`src/sv/msis_pkg.sv`:
```
// ----------------------------------------------------------------------------
// msis_pkg: shared types and constants for the instruction step block
// Operation codes, masks, opcodes, function codes, address selects and controller interface structs.
// ----------------------------------------------------------------------------
package msis_pkg;

  localparam logic [2:0] OP_STEP  = 3'd0;
  localparam logic [2:0] OP_MEMWR = 3'd1;
  localparam logic [2:0] OP_MEMRD = 3'd2;
  localparam logic [2:0] OP_REGWR = 3'd3;
  localparam logic [2:0] OP_REGRD = 3'd4;

  localparam logic [31:0] END_MARK    = 32'hFFFF_FFFF;
  localparam logic [25:0] TARGET_MASK = 26'h3FF_FFFF;
  localparam logic [31:0] REGION_MASK = 32'hF000_0000;
  localparam logic [15:0] HALF_MASK   = 16'hFFFF;

  localparam logic [5:0] OPC_RTYPE = 6'd0;
  localparam logic [5:0] OPC_J     = 6'd2;
  localparam logic [5:0] OPC_JAL   = 6'd3;
  localparam logic [5:0] OPC_BEQ   = 6'd4;
  localparam logic [5:0] OPC_BNE   = 6'd5;
  localparam logic [5:0] OPC_ADDI  = 6'd8;
  localparam logic [5:0] OPC_SLTI  = 6'd10;
  localparam logic [5:0] OPC_ANDI  = 6'd12;
  localparam logic [5:0] OPC_ORI   = 6'd13;
  localparam logic [5:0] OPC_XORI  = 6'd14;
  localparam logic [5:0] OPC_LUI   = 6'd15;
  localparam logic [5:0] OPC_LH    = 6'd33;
  localparam logic [5:0] OPC_LW    = 6'd35;
  localparam logic [5:0] OPC_SH    = 6'd41;
  localparam logic [5:0] OPC_SW    = 6'd43;

  localparam logic [5:0] FN_SLL  = 6'd0;
  localparam logic [5:0] FN_SRL  = 6'd2;
  localparam logic [5:0] FN_JR   = 6'd8;
  localparam logic [5:0] FN_SYS  = 6'd12;
  localparam logic [5:0] FN_ADD  = 6'd32;
  localparam logic [5:0] FN_SUB  = 6'd34;
  localparam logic [5:0] FN_AND  = 6'd36;
  localparam logic [5:0] FN_OR   = 6'd37;
  localparam logic [5:0] FN_XOR  = 6'd38;
  localparam logic [5:0] FN_NOR  = 6'd39;
  localparam logic [5:0] FN_SLT  = 6'd42;
  localparam logic [5:0] FN_SLTU = 6'd43;

  // Memory address source selects
  localparam logic [1:0] MA_ITEM = 2'd0;
  localparam logic [1:0] MA_PC   = 2'd1;
  localparam logic [1:0] MA_EA   = 2'd2;

  typedef struct packed {
    logic       load_item;  // capture request fields
    logic       mem_rd;     // issue memory read
    logic       mem_wr;     // issue memory write
    logic [1:0] mem_sel;    // address source
    logic       mem_plus1;  // use address + 1
    logic       mem_lo;     // write low half of store data
    logic       ir_hi;      // capture read data into ir high half
    logic       ir_lo;      // capture read data into ir low half
    logic       ld_hi;      // capture load high half
    logic       ld_lo;      // capture load low half
    logic       exec;       // perform execute effects
    logic       finish;     // compose the result
  } msis_cmd_t;

  typedef struct packed {
    logic [2:0] operation;
    logic       stopped;
    logic       end_mark;
    logic       is_lh;
    logic       is_lw;
    logic       is_sh;
    logic       is_sw;
  } msis_sts_t;

endpackage

```
`src/sv/msis_ctrl.sv`:
```
// ----------------------------------------------------------------------------
// msis_ctrl: sequencer for one request
// Steps memory accesses for fetch, load and store, then finishes.
// ----------------------------------------------------------------------------
module msis_ctrl import msis_pkg::*; (
  input  logic      clk,
  input  logic      rst_n,
  input  logic      in_valid,
  output logic      in_ready,
  output logic      out_valid,
  input  logic      out_ready,
  input  msis_sts_t sts,
  output msis_cmd_t cmd
);

  localparam logic [3:0] S_IDLE = 4'd0;
  localparam logic [3:0] S_DISP = 4'd1;
  localparam logic [3:0] S_F0   = 4'd2;
  localparam logic [3:0] S_F1   = 4'd3;
  localparam logic [3:0] S_F2   = 4'd4;
  localparam logic [3:0] S_EXE  = 4'd5;
  localparam logic [3:0] S_M1   = 4'd6;
  localparam logic [3:0] S_M2   = 4'd7;
  localparam logic [3:0] S_MRD  = 4'd8;
  localparam logic [3:0] S_FIN  = 4'd9;

  logic [3:0] state_r, state_nxt;
  logic       out_valid_r, out_valid_nxt;
  logic       take_out;

  assign take_out  = out_valid_r & out_ready;
  // the result register parts the two sides; only the finish state waits on it
  assign in_ready  = (state_r == S_IDLE);
  assign out_valid = out_valid_r;

  always_comb begin
    cmd           = '0;
    state_nxt     = state_r;
    out_valid_nxt = out_valid_r & ~take_out;
    unique case (state_r)
      S_IDLE: begin
        if (in_valid & in_ready) begin
          cmd.load_item = 1'b1;
          state_nxt     = S_DISP;
        end
      end
      S_DISP: begin
        case (sts.operation)
          OP_STEP: state_nxt = sts.stopped ? S_FIN : S_F0;
          OP_MEMWR: begin
            cmd.mem_wr = 1'b1; cmd.mem_sel = MA_ITEM; cmd.mem_lo = 1'b1;
            state_nxt  = S_FIN;
          end
          OP_MEMRD: begin
            cmd.mem_rd = 1'b1; cmd.mem_sel = MA_ITEM;
            state_nxt  = S_MRD;
          end
          default: state_nxt = S_FIN;
        endcase
      end
      S_MRD: begin
        cmd.ld_lo = 1'b1;
        state_nxt = S_FIN;
      end
      S_F0: begin
        cmd.mem_rd = 1'b1; cmd.mem_sel = MA_PC;
        state_nxt  = S_F1;
      end
      S_F1: begin
        cmd.ir_hi  = 1'b1;
        cmd.mem_rd = 1'b1; cmd.mem_sel = MA_PC; cmd.mem_plus1 = 1'b1;
        state_nxt  = S_F2;
      end
      S_F2: begin
        cmd.ir_lo = 1'b1;
        state_nxt = S_EXE;
      end
      S_EXE: begin
        // registers still hold pre-execute values; address from rs
        if (sts.end_mark) begin
          cmd.exec = 1'b1; state_nxt = S_FIN;
        end else if (sts.is_lh | sts.is_lw) begin
          cmd.mem_rd = 1'b1; cmd.mem_sel = MA_EA;
          state_nxt  = S_M1;
        end else if (sts.is_sh | sts.is_sw) begin
          cmd.mem_wr = 1'b1; cmd.mem_sel = MA_EA; cmd.mem_lo = sts.is_sh;
          cmd.mem_rd = 1'b0;
          if (sts.is_sh) begin
            cmd.exec = 1'b1; state_nxt = S_FIN;
          end else begin
            state_nxt = S_M1;
          end
        end else begin
          cmd.exec = 1'b1; state_nxt = S_FIN;
        end
      end
      S_M1: begin
        if (sts.is_lw) begin
          cmd.ld_hi  = 1'b1;
          cmd.mem_rd = 1'b1; cmd.mem_sel = MA_EA; cmd.mem_plus1 = 1'b1;
          state_nxt  = S_M2;
        end else if (sts.is_sw) begin
          cmd.mem_wr = 1'b1; cmd.mem_sel = MA_EA; cmd.mem_plus1 = 1'b1;
          cmd.mem_lo = 1'b1; cmd.exec = 1'b1;
          state_nxt  = S_FIN;
        end else begin
          cmd.ld_lo = 1'b1; cmd.exec = 1'b1;
          state_nxt = S_FIN;
        end
      end
      S_M2: begin
        cmd.ld_lo = 1'b1; cmd.exec = 1'b1;
        state_nxt = S_FIN;
      end
      S_FIN: begin
        if (~out_valid_r | out_ready) begin
          cmd.finish    = 1'b1;
          out_valid_nxt = 1'b1;
          state_nxt     = S_IDLE;
        end
      end
      default: state_nxt = S_IDLE;
    endcase
  end

  always_ff @(posedge clk) begin
    if (!rst_n) begin
      state_r     <= S_IDLE;
      out_valid_r <= 1'b0;
    end else begin
      state_r     <= state_nxt;
      out_valid_r <= out_valid_nxt;
    end
  end

  a_ready_idle: assert property (@(posedge clk) disable iff (!rst_n)
    in_ready |-> state_r == S_IDLE) else $error("ready outside idle");
  a_one_result: assert property (@(posedge clk) disable iff (!rst_n)
    cmd.finish |=> out_valid_r) else $error("result not shown");
  a_no_rw: assert property (@(posedge clk) disable iff (!rst_n)
    !(cmd.mem_rd && cmd.mem_wr)) else $error("read and write together");

endmodule

```
`config.mk`:
```
export PLATFORM = sky130hd
export DESIGN_NAME = msis_ctrl
export DESIGN_NICKNAME = d
export VERILOG_FILES = /design/src/sv/msis_pkg.sv /design/src/sv/msis_ctrl.sv
export SDC_FILE = /design/constraint.sdc
export NUM_CORES = 1
export LEC_CHECK = 0
export BUFFER_PORTS_ARGS = -buffer_cell sky130_fd_sc_hd__buf_2
export CAP_MARGIN = 20
export CORE_UTILIZATION = 39
export CTS_BUF_LIST = sky130_fd_sc_hd__clkbuf_16
export CTS_CLUSTER_SIZE = 12
export DETAILED_ROUTE_END_ITERATION = 8
export PLACE_DENSITY = 0.72
export SLEW_MARGIN = 20
export SYNTH_ARGS = -nofsm -noshare
export SYNTH_HDL_FRONTEND = slang
export SYNTH_SLANG_ARGS = --single-unit
```
`constraint.sdc`:
```
create_clock -name clk -period 1.35 [get_ports clk]
set_input_delay 0.0675 -clock clk [delete_from_list [all_inputs] [get_ports clk]]
set_output_delay 0.0675 -clock clk [all_outputs]
set_load 0.05 [all_outputs]
```
==> results of run 1 <==
-- metrics by stage --
step                hold slack, ns  area, um^2  setup TNS [ns]
detailed placement          0.3432       960.9         -0.4951
global placement            0.3440       960.9         -0.2630
floorplan                   0.1954       668.1         -0.3559
-- logic make-up after synthesis --
kind of cell | Yosys count | share of synthesized area
buf+inv | 9 | 0.07078
flops | 5 | 0.1770
compound gates | 26 | 0.3075
simple gates | 46 | 0.4447
==> results.sh, run 1 <==
export IMPL_status="did not finish"
export IMPL_flow_stopped_at="clock tree synthesis"
export IMPL_error="[ERROR DPL-0033] detailed placement checks failed during check placement."
export IMPL_synthFlopType="dfxtp_1"
export IMPL_synthTopCellsByCount="9 x a21oi_1, 8 x nand2_1, 8 x nor2_1, 7 x nor3_1, 6 x nand2b_1"
export IMPL_io_pins=28
export IMPL_fp_dieW_um=40.08
export IMPL_yosysWarnings=0
export IMPL_netlist_area_um2=565.5
export IMPL_htreeDepth=1
export IMPL_postCtsSetupBuffers=7
export IMPL_synth_edf_count=0
export IMPL_port_buffers=27
export IMPL_synth_nets=99
export IMPL_initial_core_util=0.4292
export IMPL_cts_root_buf="clkbuf_16"
export IMPL_ys_seq_elements=5
export IMPL_ys_top_cells_by_area="dfxtp_1 18%, a21oi_1 8.0%, nand2b_1 6.6%"
export IMPL_yosysSeqAreaShare=0.1770
export IMPL_clock_sinks=5
export IMPL_place_hpwl_um=1639
export IMPL_gp_congestion=0.8583
export IMPL_synthCells=86
export IMPL_cts_buffer_depth=2
export IMPL_synth_async_sr_flop_share=0
export IMPL_cts_buffers=3
export IMPL_ctsHoldBuffers=0
export IMPL_avgSynthCellArea_um2=6.576
export IMPL_synth_top_area_share=0.1770
export IMPL_rows=13
export IMPL_synth_distinct_cells=33
export IMPL_placedCellCount=145
export IMPL_dp_slack_ns=-0.1363
export IMPL_cts_repair_resized=57
export IMPL_fp_dieH_um=40.08
export IMPL_yosys_cell_count_top_type="a21oi_1"
export IMPL_yosysTopAreaCell="dfxtp_1"
==> inputs of run 2 (changes only) <==
--- a/config.mk
+++ b/config.mk
@@ -7,11 +7,10 @@
 export LEC_CHECK = 0
 export BUFFER_PORTS_ARGS = -buffer_cell sky130_fd_sc_hd__buf_2
 export CAP_MARGIN = 20
-export CORE_UTILIZATION = 39
-export CTS_BUF_LIST = sky130_fd_sc_hd__clkbuf_16
-export CTS_CLUSTER_SIZE = 12
+export CORE_AREA = 2 2 63 65
 export DETAILED_ROUTE_END_ITERATION = 8
-export PLACE_DENSITY = 0.72
+export DIE_AREA = 0 0 65 67
+export PLACE_DENSITY_LB_ADDON = 0.15
 export SLEW_MARGIN = 20
 export SYNTH_ARGS = -nofsm -noshare
 export SYNTH_HDL_FRONTEND = slang
==> constraint.sdc (replaced) <==
create_clock -name clk -period 1.76 [get_ports clk]
set_input_delay 0.088 -clock clk [delete_from_list [all_inputs] [get_ports clk]]
set_output_delay 0.088 -clock clk [all_outputs]
set_load 0.05 [all_outputs]
==> run 2 against run 1 <==
  * The run now ends clean
  * Area after synthesis stayed put
  * Synthesized cell count stayed put
==> results.sh, run 2 <==
export IMPL_n_fill_cell=414
export IMPL_drc_errors=0
export IMPL_min_path_type="in2reg"
export IMPL_crit_slowest_cell="or3_1"
export IMPL_fp_dieW_um=65
export IMPL_htreeDepth=1
export IMPL_cts_buffer_depth=2
export IMPL_yosysTopAreaCell="dfxtp_1"
export IMPL_grt_max_degree=15
export IMPL_grt_pass1_vias=697
export IMPL_pwr_share_seq=0.244
export IMPL_avgSynthCellArea_um2=6.576
export IMPL_p_int_uw=348.8
export IMPL_cts_buffers=3
export IMPL_netlist_area_um2=565.5
export IMPL_reg2reg_depth=4
export IMPL_timing_critical_path_buf_inv=2
export IMPL_yosysWarnings=0
export IMPL_io_pins=28
export IMPL_drt_pass1_iter_count=4
export IMPL_setup_viol=0
export IMPL_grt_usage=0.09712
export IMPL_max_freq_ghz=0.6091
export IMPL_wire_per_inst_um=11.98
export IMPL_end_kind="output port"
export IMPL_cts_root_buf="clkbuf_8"
export IMPL_ys_top_cells_by_area="dfxtp_1 18%, a21oi_1 8.0%, nand2b_1 6.6%"
export IMPL_clkPwrFrac=0.371
export IMPL_synth_nets=99
export IMPL_synth_xor_area_frac=0
export IMPL_crit_family="buffers and inverters"
export IMPL_area_delta_synth_final_pct=47.79
export IMPL_synth_async_sr_flop_share=0
export IMPL_rows=22
export IMPL_rsz0062_at_grt="true"
export IMPL_synthMuxAreaShare=0
export IMPL_grt_remaining_overflow=0
export IMPL_period_share=0.9329
export IMPL_yosys_cell_count_top_type="a21oi_1"
export IMPL_viasPerCell=4.593
export IMPL_largest_reg_flops=4
export IMPL_yosysSeqAreaShare=0.1770
export IMPL_fin_crit_ns=1.642
export IMPL_clk_latency_ns=0.22
export IMPL_min_delay_path_depth=2
export IMPL_die_area_mm2=0.004355
export IMPL_slew_violations=0
export IMPL_layout_common_cells="26 x buf_2, 8 x nand2_1, 8 x nor2_1, 8 x a21oi_1, 6 x nand2b_1"
export IMPL_worst_slew_pin_slew_ns=0.4590
export IMPL_diodes=0
export IMPL_dp_slack_ns=0.2076
export IMPL_status="complete, no violations"
export IMPL_synth_adder_area_share=0
export IMPL_drive_above_1_share=0.3947
export IMPL_pwr_density_cell_mw_per_mm2=687.3
export IMPL_vias=744
export IMPL_synthTopCellsByCount="9 x a21oi_1, 8 x nand2_1, 8 x nor2_1, 7 x nor3_1, 6 x nand2b_1"
export IMPL_synth_compound_area_frac=0.3075
export IMPL_nets=128
export IMPL_maxCapViolations=0
export IMPL_synth_top_area_share=0.1770
export IMPL_port_buffers=27
export IMPL_initial_core_util=0.1568
export IMPL_antenna_found_initial=0
export IMPL_cp_required_ns=1.67
export IMPL_gp_congestion=0.7735
export IMPL_fp_dieH_um=67
export IMPL_clock_skew_ns=0.002506
export IMPL_largest_register="state_r"
export IMPL_clk_pin_slew_ns=0.04
export IMPL_maxSlewHeadroom=0.6922
export IMPL_cts_tree="done"
export IMPL_final_hold_viol_count=0
export IMPL_synth_distinct_cells=33
export IMPL_clock_sinks=5
export IMPL_cpPeakStageDelay_ns=0.39
export IMPL_switching_share=0.3929
export IMPL_core_area_mm2=0.003606
export IMPL_grt_pass1_wl_um=3201
export IMPL_start_kind="flop"
export IMPL_ir_worst_vdd_mv=0.2887
export IMPL_routed_wl_um=1940
export IMPL_arrival_ns=1.55
export IMPL_synthFlopType="dfxtp_1"
export IMPL_ys_seq_elements=5
export IMPL_fin_cells=162
export IMPL_worst_path_max_fanout=14
export IMPL_crit_path_cell_trace="buf_4, or3_1, a21oi_2, buf_2"
export IMPL_synthCells=86
export IMPL_synth_top_family_by_area="simple AND/OR/NAND/NOR gates"
export IMPL_setup_tns_ns=0
export IMPL_postLayoutSetupSlackWorst_ns=0.1182
export IMPL_synth_edf_count=0
export IMPL_cp_num_cells=4
export IMPL_drt_iter0_drc=49
export IMPL_switchingPower_uw=225.7
export IMPL_ant_nets=0
export IMPL_place_hpwl_um=1566
export IMPL_ctsHoldBuffers=0
export IMPL_placedCellCount=158
export IMPL_final_common_cell="buf_2"
export IMPL_synth_simple_gate_area_frac=0.4447
export IMPL_power_frac_comb=0.385
export IMPL_crit_type="reg2out"
export IMPL_power_leakage_nw=0.3663
[run 2: cell counts after synthesis]
Identical to the previous run, type by type.
[run 2: power groups by stage]
stage                     sequential [mW]  combinational [mW]  clock (mW)
after floorplan                     0.133               0.161           0
after global placement              0.141               0.218           0
after detailed placement            0.140               0.218           0
after CTS                           0.139               0.219       0.220
after global routing                0.142               0.240       0.233
final                               0.140               0.221       0.213
[run 2: per-layer routing]
layer / wire length (um) / track usage
met4: 18 / 0.04787
met1: 879 / 0.1186
met2: 936 / 0.1572
met5: 0 / 0
met3: 106 / 0.02534
[run 2: cell type report]
class                      instances  area [um^2]  area share
timing repair buffer              30        160.2      0.1916
clock buffer                       4        45.04     0.05389
tap                               48        60.06     0.07186
multi-input combinational         72        455.4      0.5449
sequential                         5        103.9      0.1243
inverter                           3        11.26     0.01347
[run 2: through the flow]
step | hold WS, ns | util | area, um^2 | total power [mW]
floorplan | 0.2159 | - | 584.3 | 0.2938
global placement | 0.3718 | 0.2144 | 773.2 | 0.3590
detailed placement | 0.3704 | 0.2144 | 773.2 | 0.3587
CTS | 0.1400 | 0.2273 | 819.5 | 0.5780
global route | 0.1401 | 0.2318 | 835.8 | 0.6154
finish | 0.1384 | 0.2318 | 835.8 | 0.5745
[run 2: cell families after synthesis]
logic type             count (synthesis)
and+or+nand+nor                       46
AOI/OAI and AO/OA                     26
buffers and inverters                  9
DFF                                    5
[run 2: final timing paths]
check | from | endpoint | slack, ns
worst min-delay path | rst_n | state_r[3] | 0.14
worst min register to register | out_valid | out_valid | 0.52
worst max register to register | state_r[1] | state_r[2] | 0.40
worst max-delay path | state_r[0] | cmd[7] | 0.12
[run 2: what timing repair did]
action / CTS / global route
gates cloned: 0 / 0
setup endpoints to repair: 1 / 6
buffers inserted: 0 / 0
resized for setup: 1 / 5
(Power assumes the default switching activity.)
==> inputs of run 3 (changes only) <==
--- a/config.mk
+++ b/config.mk
@@ -8,9 +8,11 @@
 export BUFFER_PORTS_ARGS = -buffer_cell sky130_fd_sc_hd__buf_2
 export CAP_MARGIN = 20
 export CORE_AREA = 2 2 63 65
+export CTS_CLUSTER_DIAMETER = 40
 export DETAILED_ROUTE_END_ITERATION = 8
 export DIE_AREA = 0 0 65 67
 export PLACE_DENSITY_LB_ADDON = 0.15
+export SETUP_SLACK_MARGIN = 0.15
 export SLEW_MARGIN = 20
 export SYNTH_ARGS = -nofsm -noshare
 export SYNTH_HDL_FRONTEND = slang
==> run 3 against run 2 <==
  * Clock power barely moved
  * Register-to-register slack improved by 0.09 ns
  * Critical endpoint unchanged
  * Clock-buffer cell count stayed put
  * Flip-flop and latch count is the same
  * Maximum frequency increased by 7.1%
  * Via count rose by 0.40%
  * Sequential power barely moved
  * Final area up 11%
  * Largest cell class unchanged
  * Power is 4.6% higher
  * Combinational power grew 12%
  * Hold slack worse by 0.0053 ns
==> results.sh, run 3 (synthesis gave the netlist of run 2 again) <==
export IMPL_gp_congestion=0.7809
export IMPL_cpPeakStageDelay_ns=0.39
export IMPL_cts_root_buf="clkbuf_8"
export IMPL_hold_ws_ns=0.1330
export IMPL_crit_top_cell="buf_6"
export IMPL_diodes=0
export IMPL_vias=747
export IMPL_nets=128
export IMPL_crit_type="reg2out"
export IMPL_dp_slack_ns=0.1705
export IMPL_drive_above_1_share=0.5088
export IMPL_p_int_uw=363.2
export IMPL_io_pins=28
export IMPL_fin_cells=162
export IMPL_core_area_mm2=0.003606
export IMPL_rows=22
export IMPL_maxSlewHeadroom=0.7126
export IMPL_area_delta_synth_final_pct=64.16
export IMPL_layout_common_cells="20 x buf_2, 8 x nand2_1, 8 x nor2_1, 7 x nor3_2, 7 x a21oi_1"
export IMPL_cts_buffers=3
export IMPL_worst_path_max_fanout=13
export IMPL_drt_iter0_drc=31
export IMPL_start_kind="flop"
export IMPL_setup_viol=0
export IMPL_clock_sinks=5
export IMPL_power_leakage_nw=0.3835
export IMPL_power_frac_comb=0.412
export IMPL_maxCapViolations=0
export IMPL_crit_slowest_cell="or3_1"
export IMPL_final_common_cell="buf_2"
export IMPL_fin_crit_ns=1.533
export IMPL_largest_register="state_r"
export IMPL_postLayoutSetupSlackWorst_ns=0.2273
export IMPL_cp_required_ns=1.67
export IMPL_htreeDepth=1
export IMPL_pwr_share_seq=0.229
export IMPL_place_hpwl_um=1550
export IMPL_largest_reg_flops=4
export IMPL_ant_nets=0
export IMPL_antenna_found_initial=0
export IMPL_status="complete, no violations"
export IMPL_switchingPower_uw=238.0
export IMPL_ctsHoldBuffers=0
export IMPL_port_buffers=27
export IMPL_grt_max_degree=14
export IMPL_grt_remaining_overflow=0
export IMPL_clkPwrFrac=0.359
export IMPL_die_area_mm2=0.004355
export IMPL_viasPerCell=4.611
export IMPL_period_share=0.8708
export IMPL_max_freq_ghz=0.6525
export IMPL_clk_latency_ns=0.22
export IMPL_clk_pin_slew_ns=0.04
export IMPL_clock_skew_ns=0.002580
export IMPL_grt_pass1_vias=720
export IMPL_placedCellCount=158
export IMPL_drc_errors=0
export IMPL_ir_worst_vdd_mv=0.2752
export IMPL_slew_violations=0
export IMPL_arrival_ns=1.44
export IMPL_cts_buffer_depth=2
export IMPL_grt_pass1_wl_um=3325
export IMPL_end_kind="output port"
export IMPL_routed_wl_um=1983
export IMPL_initial_core_util=0.1568
export IMPL_min_path_type="in2reg"
export IMPL_pwr_density_cell_mw_per_mm2=647.5
export IMPL_fp_dieW_um=65
export IMPL_worst_slew_pin_slew_ns=0.4295
export IMPL_wire_per_inst_um=12.24
export IMPL_grt_usage=0.09893
export IMPL_drt_pass1_iter_count=4
export IMPL_fp_dieH_um=67
export IMPL_final_hold_viol_count=0
export IMPL_cts_tree="done"
export IMPL_rsz0062_at_grt="true"
export IMPL_switching_share=0.3959
export IMPL_crit_path_cell_trace="buf_6, or3_1, a21oi_2, buf_6"
-- run 3: cell counts in the layout (fill, tap and decap cells not counted) --
Identical to the previous run, type by type.
-- run 3: layer usage --
layer | wire length (um) | GRT usage | vias to the layer above
li1 | - | - | 375
met1 | 877 | 0.1207 | 351
met2 | 999 | 0.1624 | 19
met3 | 91 | 0.03716 | 2
met4 | 14 | 0.02660 | 0
met5 | 0 | 0 | -
-- run 3: through the flow --
step                      power [mW]  utilization  area (um^2)  setup TNS (ns)
after floorplan               0.2968            -        600.6         -0.1689
after CTS                     0.5917       0.2408        868.3               0
after global routing          0.6398       0.2575        928.4               0
final                         0.6012       0.2575        928.4               0
after global placement        0.3628       0.2189        789.5               0
after detailed placement      0.3603       0.2189        789.5               0
-- run 3: critical path, delay by kind of cell, from the launching register on --
kind / cells / cell delay (ns)
and+or+nand+nor: 1 / 0.39
DFF: 1 / 0.35
buffers and inverters: 2 / 0.33
AOI/OAI and AO/OA: 1 / 0.16
-- run 3: layout make-up --
class	instances	area, um^2
repair buffers	30	193.9
flip-flops and latches	5	107.6
fillers	414	2678
inverters	3	11.26
clock buffers	4	45.04
multi-input cells	72	510.5
well taps	48	60.06
-- run 3: power groups by stage --
stage,clock network [mW],logic (mW),registers [mW]
floorplan,0,0.164,0.133
global placement,0,0.224,0.139
detailed placement,0,0.223,0.137
CTS,0.223,0.233,0.136
global route,0.232,0.268,0.140
finish,0.216,0.247,0.138
-- run 3: path summary, 6_finish.rpt --
kind | start | endpoint | slack [ns] | depth (start not counted)
setup / recovery | state_r[0] | cmd[7] | 0.23 | 4
hold / removal | rst_n | state_r[3] | 0.13 | 2
setup reg to reg | state_r[2] | state_r[0] | 0.49 | 4
hold reg to reg | out_valid | out_valid | 0.51 | 2
-- run 3: timing repair --
item	4_1_cts	5_1_grt
setup endpoints to repair	8	10
setup buffers	0	0
gates resized for setup	10	20
hold endpoints to repair	0	0
==> inputs of run 4 (changes only) <==
--- a/config.mk
+++ b/config.mk
@@ -11,7 +11,6 @@
 export CTS_CLUSTER_DIAMETER = 40
 export DETAILED_ROUTE_END_ITERATION = 8
 export DIE_AREA = 0 0 65 67
-export PLACE_DENSITY_LB_ADDON = 0.15
 export SETUP_SLACK_MARGIN = 0.15
 export SLEW_MARGIN = 20
 export SYNTH_ARGS = -nofsm -noshare
==> run 4 against run 3 <==
  * Clock skew down 0.0023 ns
  * Critical path type unchanged
  * Combinational power fell by 5%
  * Final cell count decreased by 0.62%
  * Highest routed layer unchanged
  * Critical path depth did not move
  * Maximum frequency down 0.96%
  * Largest power group unchanged
  * Hold slack improved by 0.0079 ns
  * Global-route usage decreased by 1.1 points
  * Sequential share of layout area is 0.37 points higher
  * Non-clock buffer count fell by 1
  * Clock-buffer cell count did not move
==> results.sh, run 4 (synthesis gave the netlist of run 2 again) <==
export IMPL_cts_buffers=3
export IMPL_grt_remaining_overflow=0
export IMPL_vias=732
export IMPL_area_delta_synth_final_pct=62.83
export IMPL_period_share=0.8793
export IMPL_ant_nets=0
export IMPL_slew_violations=0
export IMPL_status="complete, no violations"
export IMPL_power_leakage_nw=0.3844
export IMPL_htreeDepth=1
export IMPL_fin_cells=161
export IMPL_rows=22
export IMPL_rsz0062_at_grt="true"
export IMPL_drc_errors=0
export IMPL_grt_pass1_wl_um=2980
export IMPL_io_pins=28
export IMPL_port_buffers=27
export IMPL_multiInputGateArea_um2=526.8
export IMPL_ctsHoldBuffers=0
export IMPL_drt_iter0_drc=27
export IMPL_layout_common_cells="20 x buf_2, 8 x nand2_1, 8 x nor2_1, 8 x buf_4"
export IMPL_placedCellCount=157
export IMPL_place_hpwl_um=1426
export IMPL_max_freq_ghz=0.6462
export IMPL_maxSlewHeadroom=0.7280
export IMPL_routed_wl_um=1822
export IMPL_end_kind="output port"
export IMPL_fp_dieH_um=67
export IMPL_grt_usage=0.08751
export IMPL_pwr_density_cell_mw_per_mm2=640.2
export IMPL_setup_tns_ns=0
export IMPL_start_kind="flop"
export IMPL_worst_path_max_fanout=12
export IMPL_fp_dieW_um=65
export IMPL_drt_pass1_iter_count=4
export IMPL_min_path_type="in2reg"
export IMPL_cp_required_ns=1.67
export IMPL_largest_register="state_r"
export IMPL_ir_worst_vdd_mv=0.3634
export IMPL_clk_latency_ns=0.22
export IMPL_core_area_mm2=0.003606
export IMPL_cts_root_buf="clkbuf_8"
export IMPL_die_area_mm2=0.004355
export IMPL_fin_crit_ns=1.548
export IMPL_arrival_ns=1.46
export IMPL_antenna_found_initial=0
export IMPL_grt_pass1_vias=681
export IMPL_viasPerCell=4.547
export IMPL_cts_buffer_depth=2
export IMPL_clock_skew_ns=0.0002998
export IMPL_clk_pin_slew_ns=0.04
export IMPL_gp_congestion=0.7828
export IMPL_maxCapViolations=0
export IMPL_hold_ws_ns=0.1410
export IMPL_n_fill_cell=399
export IMPL_seqCellArea_um2=110.1
export IMPL_postCtsSetupBuffers=0
export IMPL_cts_tree="done"
export IMPL_worst_slew_pin_slew_ns=0.4055
export IMPL_p_total_uw=589.6
export IMPL_grt_max_degree=13
export IMPL_drive_above_1_share=0.5044
export IMPL_initial_core_util=0.1568
export IMPL_nets=127
export IMPL_setup_viol=0
export IMPL_diodes=0
export IMPL_crit_type="reg2out"
export IMPL_final_common_cell="buf_2"
export IMPL_final_hold_viol_count=0
export IMPL_largest_reg_flops=4
export IMPL_wire_per_inst_um=11.32
export IMPL_clock_sinks=5
run 4: changes by cell type in the layout (fill, tap and decap cells not counted), sizes merged:
cell	change
buf	-1
run 4: worst paths after layout:
path	cells after the start	from	end	slack (ns)
min reg2reg	2	out_valid	out_valid	0.52
min	2	rst_n	state_r[3]	0.14
max reg2reg	4	state_r[2]	state_r[0]	0.50
max	4	state_r[2]	cmd[7]	0.21
run 4: per-stage QoR:
stage	instance area [um^2]	utilization	setup WS [ns]
2_1_floorplan	600.6	-	-0.1689
3_3_place_gp	782.0	0.2169	0.1782
3_5_place_dp	782.0	0.2169	0.1959
4_1_cts	857.1	0.2377	0.1237
5_1_grt	920.9	0.2554	0.1427
6_report	920.9	0.2554	0.2125
run 4: final cells by class:
type	instances	area share
Inverter	3	0.01223
Tap cell	48	0.06522
Sequential cell	5	0.1196
Multi-Input combinational cell	72	0.5720
Clock buffer	4	0.04891
Timing Repair Buffer	29	0.1821
run 4: worst max-delay path, cell delays in order, from the launching register on:
cell	delay, ns
dfxtp_4	0.42
inv_2	0.09
or3_1	0.36
a21oi_2	0.15
buf_4	0.21
run 4: repair_timing:
item / CTS / global route
pin swaps: 1 / 1
endpoints found under the setup margin: 8 / 7
resized for setup: 12 / 13
run 4: power breakdown:
group | switching (mW) | total (mW) | internal (mW)
clock network | 0.0554 | 0.211 | 0.155
registers | 0.0226 | 0.144 | 0.122
logic | 0.153 | 0.235 | 0.0814
run 4: routing by layer:
| metal | GRT usage | vias up | part of all wire |
|---|---|---|---|
| li1 | - | 370 | - |
| met1 | 0.1116 | 345 | 0.45 |
| met2 | 0.1456 | 15 | 0.49 |
| met3 | 0.02196 | 2 | 0.034 |
| met4 | 0.02394 | 0 | 0.016 |
| met5 | 0 | - | 0 |
